===== src/design/stc_queue.sv =====
// Two-entry command queue between the front end and the tree engine.
// Self-contained; the entry width comes from the top level.
module stc_queue #(
  parameter int WIDTH = 8
) (
  input  logic             clk,
  input  logic             rst,
  input  logic             push,
  input  logic [WIDTH-1:0] push_data,
  output logic             full,
  input  logic             pop,
  output logic [WIDTH-1:0] pop_data,
  output logic             empty
);

  logic [WIDTH-1:0] entries [2];
  logic             wr_ptr;
  logic             rd_ptr;
  logic [1:0]       count;

  assign full     = (count == 2'd2);
  assign empty    = (count == 2'd0);
  assign pop_data = entries[rd_ptr];

  always_ff @(posedge clk) begin
    if (rst) begin
      wr_ptr <= 1'b0;
      rd_ptr <= 1'b0;
      count  <= 2'd0;
    end else begin
      if (push) begin
        wr_ptr <= !wr_ptr;
      end
      if (pop) begin
        rd_ptr <= !rd_ptr;
      end
      if (push && !pop) begin
        count <= count + 2'd1;
      end else if (pop && !push) begin
        count <= count - 2'd1;
      end
    end
  end

  always_ff @(posedge clk) begin
    if (push) begin
      entries[wr_ptr] <= push_data;
    end
  end

endmodule


===== config.mk =====
export PLATFORM = sky130hd
export DESIGN_NAME = stc_queue
export DESIGN_NICKNAME = d
export VERILOG_FILES = /design/src/design/stc_queue.sv
export SDC_FILE = /design/constraint.sdc
export NUM_CORES = 1
export LEC_CHECK = 0
export BUFFER_PORTS_ARGS = -buffer_cell sky130_fd_sc_hd__buf_2
export CAP_MARGIN = 30
export CELL_PAD_IN_SITES_DETAIL_PLACEMENT = 1
export CELL_PAD_IN_SITES_GLOBAL_PLACEMENT = 1
export CORE_MARGIN = 2
export CORE_UTILIZATION = 42
export CTS_CLUSTER_SIZE = 10
export DETAILED_ROUTE_END_ITERATION = 12
export GPL_ROUTABILITY_DRIVEN = 0
export PLACE_DENSITY = 0.9
export SLEW_MARGIN = 5
export SYNTH_ARGS = -nofsm -noshare
export SYNTH_HDL_FRONTEND = slang
export SYNTH_SLANG_ARGS = --single-unit

===== constraint.sdc =====
create_clock -name clk -period 2.3 [get_ports clk]
set_input_delay 0.575 -clock clk [delete_from_list [all_inputs] [get_ports clk]]
set_output_delay 0.575 -clock clk [all_outputs]
set_load 0.05 [all_outputs]

==> results.cfg <==
[run_status]
status = complete, no violations

[logic_synthesis]
synth_ff_type = edfxtp_1
synth.most_common_cell = edfxtp_1
ys_seq_area_frac = 0.741
synth_mux_area_frac = 0.115
synth_xor_xnor_area_share = 0.0447
synth_top_family_by_area = multiplexers
synth-seq-cells = 21
synth_area_sq_um = 783
synth_cell_type_count = 15
synth_edf_count = 16
yosysWarningCount = 0
synthSimpleGateAreaFrac = 0.0591
ys_async_sr_fraction = 0
yosys-top-cells-area = edfxtp_1 61%, dfxtp_1 13%, mux2_2 12%
syn_nets = 60
synth_top_cell_area_share = 0.613
synthAdderAreaFrac = 0.0160
syn_inst = 47
synth_top_cell_by_area = edfxtp_1
synth_compound_area_frac = 0.0128
post_synth.cell_area_avg_sq_um = 16.7
synth_common_cells = 16 x edfxtp_1, 8 x mux2_2, 5 x dfxtp_1, 5 x nor2_1

[global_route]
grtUsageTotal = 0.127
grt_pass1_wl_um = 1840
first_global_vias = 466
grt.overflow.total = 0
antenna_found_initial = 0
grt_max_degree = 12

[timing]
drv_slew = 0
fmax_ghz = 0.503
min_period_ns = 1.99
period_share = 0.865
fin_skew_ns = 0.00701
rsz0062_at_grt = no
setup_tns_ns = 0
hold_viol = 0
final-setup-viol-count = 0
slew_headroom = 0.510
worst_pin_slew_ns = 0.733

[clock_tree]
tritoncts = built
cts_buffers = 3
cts.path.max_buffers = 2
clkTransAtPathRegs_ns = 0.11
cts_root_buf = clkbuf_4
ctsHoldBuffers = 0
post-cts-setup-buffers = 0
numClockSinks = 21
cts-resized-gates = 0
insertion_delay_ns = 0.30
htreeDepth = 1

[critical_path]
slowest_delay_ns = 0.53
cp_top_family = flip-flops
critPathArrivalTime_ns = 1.41
cp_num_buf_inv = 1
cp_cell_sequence = mux2_2 -> buf_2
worstPathRequired_ns = 1.73
critical_path_class = reg -> out
end_kind = output port
cp-start-kind = flip-flop
slowest_stage = dfxtp_1
critPathMaxFanout = 8

[die]
die_h_um = 47.2
initial_utilization = 0.449
io_pins = 22
coreArea_sq_mm = 0.00175
num_rows = 15
die_x_um = 47.2
dieArea_sq_mm = 0.00223

[placement]
dp_hpwl_um = 915
port_buffers = 21
place_inst = 92

[finish]
diodes = 0
area_growth_pct = 20.1
layout-drive-gt1-share = 0.465
nFillCells = 194
layout.cells.non_filler = 96
layout.nets = 85
post-route-util = 0.539

[detailed_routing]
final_antenna_net_count = 0
post_drt_wl_per_cell_um = 12.5
routed_wl_um = 1200
num_vias = 446
drc = 0
drt_pass1_iterations = 3
via_per_inst = 4.65
first_iter_violations = 3

[pwr]
p_per_area_mw_per_mm2 = 841
p_leak_nw = 0.373
design_power_total_w = 0.000792
vdd_drop_max_v = 0.000380

[flow_run]
maxCapViolations = 0

[hold_path]
hp-class = in -> reg
path summary, 6_finish.rpt:
| check | from | endpoint | slack [ns] | cells after the start |
|---|---|---|---|---|
| setup / recovery | flip-flop | pop_data[1] | 0.31 | 2 |
| hold / removal | push_data[1] | entries[0][1]$_DFFE_PP_ | 0.46 | 1 |
| setup reg to reg | wr_ptr$_SDFFE_PP0P_ | entries[0][4]$_DFFE_PP_ | 1.01 | 1 |
| hold reg to reg | count[1]$_SDFFE_PP0P_ | count[1]$_SDFFE_PP0P_ | 0.53 | 2 |
where the power goes:
group          leakage, nW  switching, W  internal, W
sequential           0.192     0.0000163     0.000438
combinational        0.166      0.000116    0.0000523
clock               0.0150      0.000101    0.0000675
sequential cells by signal, indices dropped and copies added, names as in the netlist, named ones only:
signal and cells:
count 2, rd_ptr 1, entries 16, wr_ptr 1
layout by cell type (no fill, tap or decap), types with 2 or more instances in the layout:
cell type and n:
xor2_1 2, mux2_2 8, edfxtp_1 16, clkbuf_4 3, nor2_1 5, xnor2_1 2, dfxtp_1 5, buf_2 21
per-stage QoR:
stage	instance area [sq um]	setup slack, ns	hold WS (ns)
floorplan	783	0.734	0.461
global placement	915	0.623	0.484
detailed placement	915	0.616	0.512
CTS	941	0.279	0.454
global route	941	0.226	0.441
finish	941	0.310	0.458
metal layers:
metal	track usage	vias to the layer above	wire length [um]
li1	-	216	-
met1	0.123	210	454
met2	0.238	18	651
met3	0.0385	2	78
met4	0.0667	0	19
met5	0	-	0
area by class of cell:
class                           count  area, sq um  share of cell area
Multi-Input combinational cell     24          194               0.206
Clock buffer                        4         26.3              0.0279
Tap cell                           25         31.3              0.0332
Sequential cell                    21          581               0.617
Timing Repair Buffer               21          105               0.112
Inverter                            1         3.75             0.00399
cell families (layout without fill, tap and decap cells):
family / Yosys count / in the layout
buffers and inverters: 2 / 26
and+or+nand+nor: 9 / 9
DFF: 21 / 21
xor gates and xnor gates: 4 / 4
AOI/OAI and AO/OA: 2 / 2
adders and majority gates: 1 / 1
muxes: 8 / 8
(Power assumes the default switching activity.)
