===== src/design/stc_pkg.sv =====
// Shared types and constants for the segment tree range minimum unit.
// Used by the channel interfaces and by every module of the design but stc_queue.
package stc_pkg;

  localparam int INDEX_W = 10;
  localparam int VALUE_W = 32;
  localparam int COUNT_W = 11;
  localparam int CFG_DATA_W = 32;
  localparam int ADDR_W = 3;

  localparam logic [COUNT_W-1:0] COUNT_RESET = 11'd1024;
  localparam logic signed [VALUE_W-1:0] INT_MAX = 32'sh7FFF_FFFF;

  localparam logic REG_ELEMENT_COUNT = 1'b0;

  localparam logic FUNC_LOAD = 1'b0;
  localparam logic FUNC_QUERY = 1'b1;

  typedef enum logic [1:0] {
    CMD_LOAD,
    CMD_QUERY,
    CMD_EMPTY
  } cmd_kind_t;

endpackage


===== src/design/stc_if.sv =====
// Valid/ready channel interfaces for input items and result items.
// Depends on stc_pkg for the field widths.
interface stc_in_if;
  import stc_pkg::*;

  logic                      valid;
  logic                      ready;
  logic                      func;
  logic [INDEX_W-1:0]        elem_index;
  logic signed [VALUE_W-1:0] elem_value;
  logic [INDEX_W-1:0]        range_start;
  logic [INDEX_W-1:0]        range_end;

  modport source (
    output valid, func, elem_index, elem_value, range_start, range_end,
    input  ready
  );
  modport sink (
    input  valid, func, elem_index, elem_value, range_start, range_end,
    output ready
  );
endinterface



===== src/design/stc_front.sv =====
// Front end: configuration register, input transfers and item classification.
// Depends on stc_pkg and stc_in_if; feeds commands to the queue.
module stc_front #(
  parameter int LEAF_COUNT = 1024
) (
  input  logic                           clk,
  input  logic                           rst,
  stc_in_if.sink                         items,
  input  logic                           psel,
  input  logic                           penable,
  input  logic                           pwrite,
  input  logic [stc_pkg::ADDR_W-1:0]     paddr,
  input  logic [stc_pkg::CFG_DATA_W-1:0] pwdata,
  output logic [stc_pkg::CFG_DATA_W-1:0] prdata,
  output logic                           pready,
  input  logic                           clearing,
  input  logic                           q_full,
  output logic                           q_push,
  output logic [2*$clog2(2*LEAF_COUNT)+stc_pkg::VALUE_W+2:0] q_data
);
  import stc_pkg::*;

  localparam int NW = $clog2(2 * LEAF_COUNT);
  localparam int HW = NW + 1;

  typedef struct packed {
    cmd_kind_t                 kind;
    logic [NW-1:0]             lo;
    logic [HW-1:0]             hi;
    logic signed [VALUE_W-1:0] value;
  } cmd_t;

  logic [COUNT_W-1:0] element_count;
  logic               cfg_sel;
  logic               load_ok;
  logic [NW-1:0]      ld_leaf;
  logic [NW-1:0]      s_leaf;
  logic [NW-1:0]      e_leaf;
  cmd_t               cmd;

  assign pready  = 1'b1;
  assign cfg_sel = (paddr[ADDR_W-1:2] == REG_ELEMENT_COUNT);
  assign prdata  = cfg_sel ? CFG_DATA_W'(element_count) : '0;

  always_ff @(posedge clk) begin
    if (rst) begin
      element_count <= COUNT_RESET;
    end else if (psel && penable && pwrite && pready && cfg_sel) begin
      element_count <= pwdata[COUNT_W-1:0];
    end
  end

  always_comb begin
    load_ok = ({1'b0, items.elem_index} < element_count) &&
              (32'(items.elem_index) < LEAF_COUNT);
    ld_leaf = NW'(items.elem_index);
    s_leaf  = (32'(items.range_start) > LEAF_COUNT - 1) ? NW'(LEAF_COUNT - 1)
                                                         : NW'(items.range_start);
    e_leaf  = (32'(items.range_end) > LEAF_COUNT - 1) ? NW'(LEAF_COUNT - 1)
                                                       : NW'(items.range_end);
    cmd.value = items.elem_value;
    cmd.hi    = HW'(LEAF_COUNT) + HW'(e_leaf) + HW'(1);
    if (items.func == FUNC_LOAD) begin
      cmd.kind = CMD_LOAD;
      cmd.lo   = NW'(LEAF_COUNT) + ld_leaf;
    end else begin
      cmd.kind = (s_leaf > e_leaf) ? CMD_EMPTY : CMD_QUERY;
      cmd.lo   = NW'(LEAF_COUNT) + s_leaf;
    end
  end

  assign items.ready = !q_full && !clearing;
  assign q_push      = items.valid && items.ready &&
                       ((items.func == FUNC_QUERY) || load_ok);
  assign q_data      = cmd;

endmodule


===== src/flat_wrapper.sv =====
// flat-port wrapper written by rule: the top's interface ports become plain ports
module stc_front_flat import stc_pkg::*;
#(
  parameter int LEAF_COUNT = 1024
)
  (clk, rst, psel, penable, pwrite, paddr, pwdata, prdata, pready, clearing, q_full, q_push, q_data, items_valid, items_func, items_elem_index, items_elem_value, items_range_start, items_range_end, items_ready);
  stc_in_if items_i ();
  input  logic clk;
  input  logic rst;
  input  logic psel;
  input  logic penable;
  input  logic pwrite;
  input  logic [stc_pkg::ADDR_W-1:0] paddr;
  input  logic [stc_pkg::CFG_DATA_W-1:0] pwdata;
  output logic [stc_pkg::CFG_DATA_W-1:0] prdata;
  output logic pready;
  input  logic clearing;
  input  logic q_full;
  output logic q_push;
  output logic [2*$clog2(2*LEAF_COUNT)+stc_pkg::VALUE_W+2:0] q_data;
  input wire logic [$bits(items_i.valid)-1:0] items_valid;
  input wire logic [$bits(items_i.func)-1:0] items_func;
  input wire logic [$bits(items_i.elem_index)-1:0] items_elem_index;
  input wire logic [$bits(items_i.elem_value)-1:0] items_elem_value;
  input wire logic [$bits(items_i.range_start)-1:0] items_range_start;
  input wire logic [$bits(items_i.range_end)-1:0] items_range_end;
  output wire logic [$bits(items_i.ready)-1:0] items_ready;
  assign items_i.valid = items_valid;
  assign items_i.func = items_func;
  assign items_i.elem_index = items_elem_index;
  assign items_i.elem_value = items_elem_value;
  assign items_i.range_start = items_range_start;
  assign items_i.range_end = items_range_end;
  assign items_ready = items_i.ready;
  stc_front #(.LEAF_COUNT(LEAF_COUNT)) u_core (.clk(clk), .rst(rst), .items(items_i), .psel(psel), .penable(penable), .pwrite(pwrite), .paddr(paddr), .pwdata(pwdata), .prdata(prdata), .pready(pready), .clearing(clearing), .q_full(q_full), .q_push(q_push), .q_data(q_data));
endmodule

===== config.mk =====
export PLATFORM = sky130hd
export DESIGN_NAME = stc_front_flat
export DESIGN_NICKNAME = d
export VERILOG_FILES = /design/src/design/stc_pkg.sv /design/src/design/stc_if.sv /design/src/design/stc_front.sv /design/src/flat_wrapper.sv
export SDC_FILE = /design/constraint.sdc
export NUM_CORES = 1
export LEC_CHECK = 0
export ABC_AREA = 0
export BUFFER_PORTS_ARGS = -buffer_cell sky130_fd_sc_hd__buf_4
export CELL_PAD_IN_SITES_DETAIL_PLACEMENT = 1
export CELL_PAD_IN_SITES_GLOBAL_PLACEMENT = 1
export CORE_MARGIN = 2
export CORE_UTILIZATION = 18
export CTS_CLUSTER_DIAMETER = 60
export DETAILED_ROUTE_END_ITERATION = 12
export PLACE_DENSITY_LB_ADDON = 0.1
export SYNTH_ARGS = -nofsm -noshare
export SYNTH_HDL_FRONTEND = slang
export SYNTH_SLANG_ARGS = --single-unit

===== constraint.sdc =====
create_clock -name clk -period 1.6 [get_ports clk]
set_clock_uncertainty 0.15 [all_clocks]
set_input_delay 0.24 -clock clk [delete_from_list [all_inputs] [get_ports clk]]
set_output_delay 0.24 -clock clk [all_outputs]
set_load 0.03 [all_outputs]

==> impl_metrics.py <==
metrics = {
    "run_status": {
        "status": "finished with violations",
        "violations": "setup timing",
    },
    "layout": {
        "nNetsFinal": 450,
        "drive_gt1_share_pct": 64.7,
        "top_regs": "u_core.element_count x11",
        "num_antenna_cells": 0,
        "syn_to_final_growth_pct": 80.5,
        "top_register": "u_core.element_count",
        "fin_cells": 431,
        "largest_register_ffs": 11,
    },
    "routing": {
        "post-route-drc-count": 0,
        "first_iter_violations": 9,
        "viasPerCell": 3.98,
        "ant_nets": 0,
        "post_drt_wl_per_cell_um": 12.5,
        "drtPass1Iterations": 4,
        "vias": 1714,
        "wirelength_um": 5380,
    },
    "synthesis": {
        "yosysWarningCount": 0,
        "synth_ff_type": "dfxtp_1",
        "ys_async_sr_fraction_pct": 0,
        "avgSynthCellArea_um2": 7.46,
        "syn_inst": 221,
        "syn-cell-area_mm2": 0.00165,
        "seq_area_frac_synth_pct": 13.4,
        "synth-seq-cells": 11,
        "ys_types": 34,
        "synth-edff-count": 0,
    },
    "power": {
        "switching_share_pct": 38.2,
        "p_comb_share_pct": 56.7,
        "max-vdd-ir-drop_mv": 0.251,
        "power_frac_seq_pct": 21.7,
        "p_sw_w": 0.000501,
        "p_int_w": 0.000809,
        "pwr-share-clk_pct": 21.6,
        "p_per_area_mw_per_mm2": 440,
        "p_leak_nw": 1.33,
        "total_power_w": 0.00131,
    },
    "floorplan": {
        "ios": 198,
        "die_y_um": 99.7,
        "initial_core_util_pct": 18.7,
        "die_x_um": 99.7,
        "dieArea_mm2": 0.00994,
        "rows": 34,
        "core_mm2": 0.00881,
    },
    "timing": {
        "rsz0062_at_grt": "yes",
        "worst_slack_ns": -0.429,
        "final_max_slew_viol_count": 0,
        "fmax_mhz": 493,
        "finalCritPeriodShare_pct": 127,
        "final.min_clock_period_ns": 2.03,
        "tns_ns": -1.06,
        "setup_violations": 6,
        "hold_viol_final": 0,
        "whs_ns": 0.0715,
    },
    "place": {
        "dp.cells": 418,
        "place.gp.congestion": 0.733,
        "place_ws_ns": -0.446,
        "portBuffers": 87,
        "hpwlAfterDp_um": 4680,
    },
    "clock_network": {
        "cts_buffers": 3,
        "worstSkewPairLatency_ns": 0.24,
        "hold_buffers": 0,
        "cts_tree": "yes",
        "h-tree-depth": 1,
        "path_clk_slew_ns": 0.05,
        "ctsRootBufferMaster": "clkbuf_8",
        "cts_buffer_depth": 2,
        "clock_sinks": 11,
    },
    "critical_path": {
        "slowest_delay_ns": 0.32,
        "crit_required_ns": 1.21,
        "worstPathCellList": "inv_2, ha_4, a211o_1, o2111ai_2, a211oi_2, o31ai_4, buf_6",
        "reg2reg_setup_slack_ns": 0.77,
        "r2r_start": "u_core.element_count[0]",
        "startpoint": "u_core.element_count[1]",
        "worst-path-max-fanout": 2,
        "cpMaxStageDelayCell": "dfxtp_2",
        "end_kind": "output pin",
        "r2r-end": "u_core.element_count[0]",
        "endpoint": "q_push",
        "r2r_cells": 3,
        "start_kind": "flip-flop",
        "cp.arrival_ns": 1.64,
        "crit_type": "flip-flop to output pin",
    },
    "global_route": {
        "grt_overflow": 0,
        "antenna_found_initial": 0,
        "grt_pass1_vias": 1713,
        "grt_usage_pct": 10.3,
        "grt_max_degree": 14,
        "grt_pass1_wl_um": 8310,
    },
    "run": {
        "max_cap_viol_count": 0,
    },
    "worst_hold_path": {
        "hp-class": "primary input to flip-flop",
    },
}
-- metrics by stage --
step / utilization, % / area, um^2
2_1_floorplan: - / 1870
3_3_place_gp: 28.8 / 2530
3_5_place_dp: 28.8 / 2530
4_1_cts: 31.6 / 2780
5_1_grt: 33.8 / 2970
6_report: 33.8 / 2970
-- layer usage --
layer	wire (um)	GRT usage, %	vias up
met5	0	0	-
met4	17	2.63	0
met3	260	1.48	2
met2	2740	18.1	72
met1	2360	13.1	786
li1	-	-	854
-- power groups by stage --
stage | registers (W) | logic [W] | clock network, W
floorplan | 0.000289 | 0.000545 | 0
global placement | 0.000289 | 0.000652 | 0
detailed placement | 0.000289 | 0.000659 | 0
CTS | 0.000284 | 0.000714 | 0.000294
global route | 0.000285 | 0.000803 | 0.000308
finish | 0.000284 | 0.000742 | 0.000283
-- layout by cell type (no fill, tap or decap), types with 2 or more instances in the layout --
cell,n
buf_8,2
a21oi_2,4
buf_4,112
xnor2_1,4
nand3_1,2
nand4b_1,2
nand2_1,24
conb_1,23
inv_4,4
dfxtp_2,5
dfxtp_1,6
nand4_1,3
ha_1,4
nor2_2,2
inv_2,7
nand3_2,3
nor2_1,11
ha_4,16
xnor2_2,3
clkbuf_8,3
buf_6,22
a21o_1,4
a21oi_1,13
nand3_4,2
nor2b_1,2
mux2_2,10
inv_1,8
-- logic make-up (layout without fill, tap and decap cells) --
logic type                 Yosys count  count (layout)  synth area share, %
buffers and inverters               81             162                 31.1
xor gates and xnor gates             8               8                 4.25
and+or+nand+nor                     61              61                 18.5
adders and majority gates           20              20                 15.2
other                                2              23                0.456
AOI/OAI and AO/OA                   28              28                 10.3
muxes                               10              10                 6.83
DFF                                 11              11                 13.4
-- final cells by class --
class                           instances  area (um^2)
Multi-Input combinational cell        150         1320
Inverter                               21          106
Clock buffer                            4         45.0
Sequential cell                        11          226
Timing Repair Buffer                  137         1140
Tap cell                              108          135
Fill cell                            1061         5830
-- critical path, delay by kind of cell (launching register included) --
family                     cells  cell delay, ns
DFF                            1            0.32
AOI/OAI and AO/OA              4            0.67
adders and majority gates      1            0.19
buffers and inverters          2            0.23
-- Yosys cell counts, types with 2 or more instances --
| cell type | n | area share (%) |
|---|---|---|
| nand3_1 | 6 | 1.8 |
| ha_1 | 20 | 15 |
| conb_1 | 2 | 0.46 |
| buf_2 | 2 | 0.61 |
| mux2_2 | 10 | 6.8 |
| a21oi_1 | 17 | 5.2 |
| dfxtp_1 | 11 | 13 |
| clkbuf_1 | 3 | 0.68 |
| buf_4 | 55 | 25 |
| inv_2 | 2 | 0.46 |
| nand2_1 | 25 | 5.7 |
| nand4_1 | 3 | 1.1 |
| xnor2_1 | 7 | 3.7 |
| nor2_1 | 14 | 3.2 |
| inv_1 | 19 | 4.3 |
| nor2b_1 | 3 | 1.1 |
| nand4b_1 | 2 | 1.1 |
| a21o_1 | 4 | 1.8 |
-- how the worst min path moves through the flow --
| stage | startpoint | endpoint | cells after the start |
|---|---|---|---|
| global placement | u_core.element_count[4] | u_core.element_count[4] | 2 |
| global route | pwdata[10] | u_core.element_count[10] | 3 |
| finish | pwdata[10] | u_core.element_count[10] | 3 |
| floorplan | rst | u_core.element_count[10] | 1 |
| CTS | pwdata[10] | u_core.element_count[10] | 3 |
| detailed placement | u_core.element_count[3] | u_core.element_count[3] | 2 |
-- repair_timing --
item / CTS / global route
setup buffers: 4 / 6
endpoints found under the setup margin: 8 / 7
pin swaps: 16 / 15
gates resized for setup: 42 / 31
No activity file was read; power rests on OpenSTA's default activity.
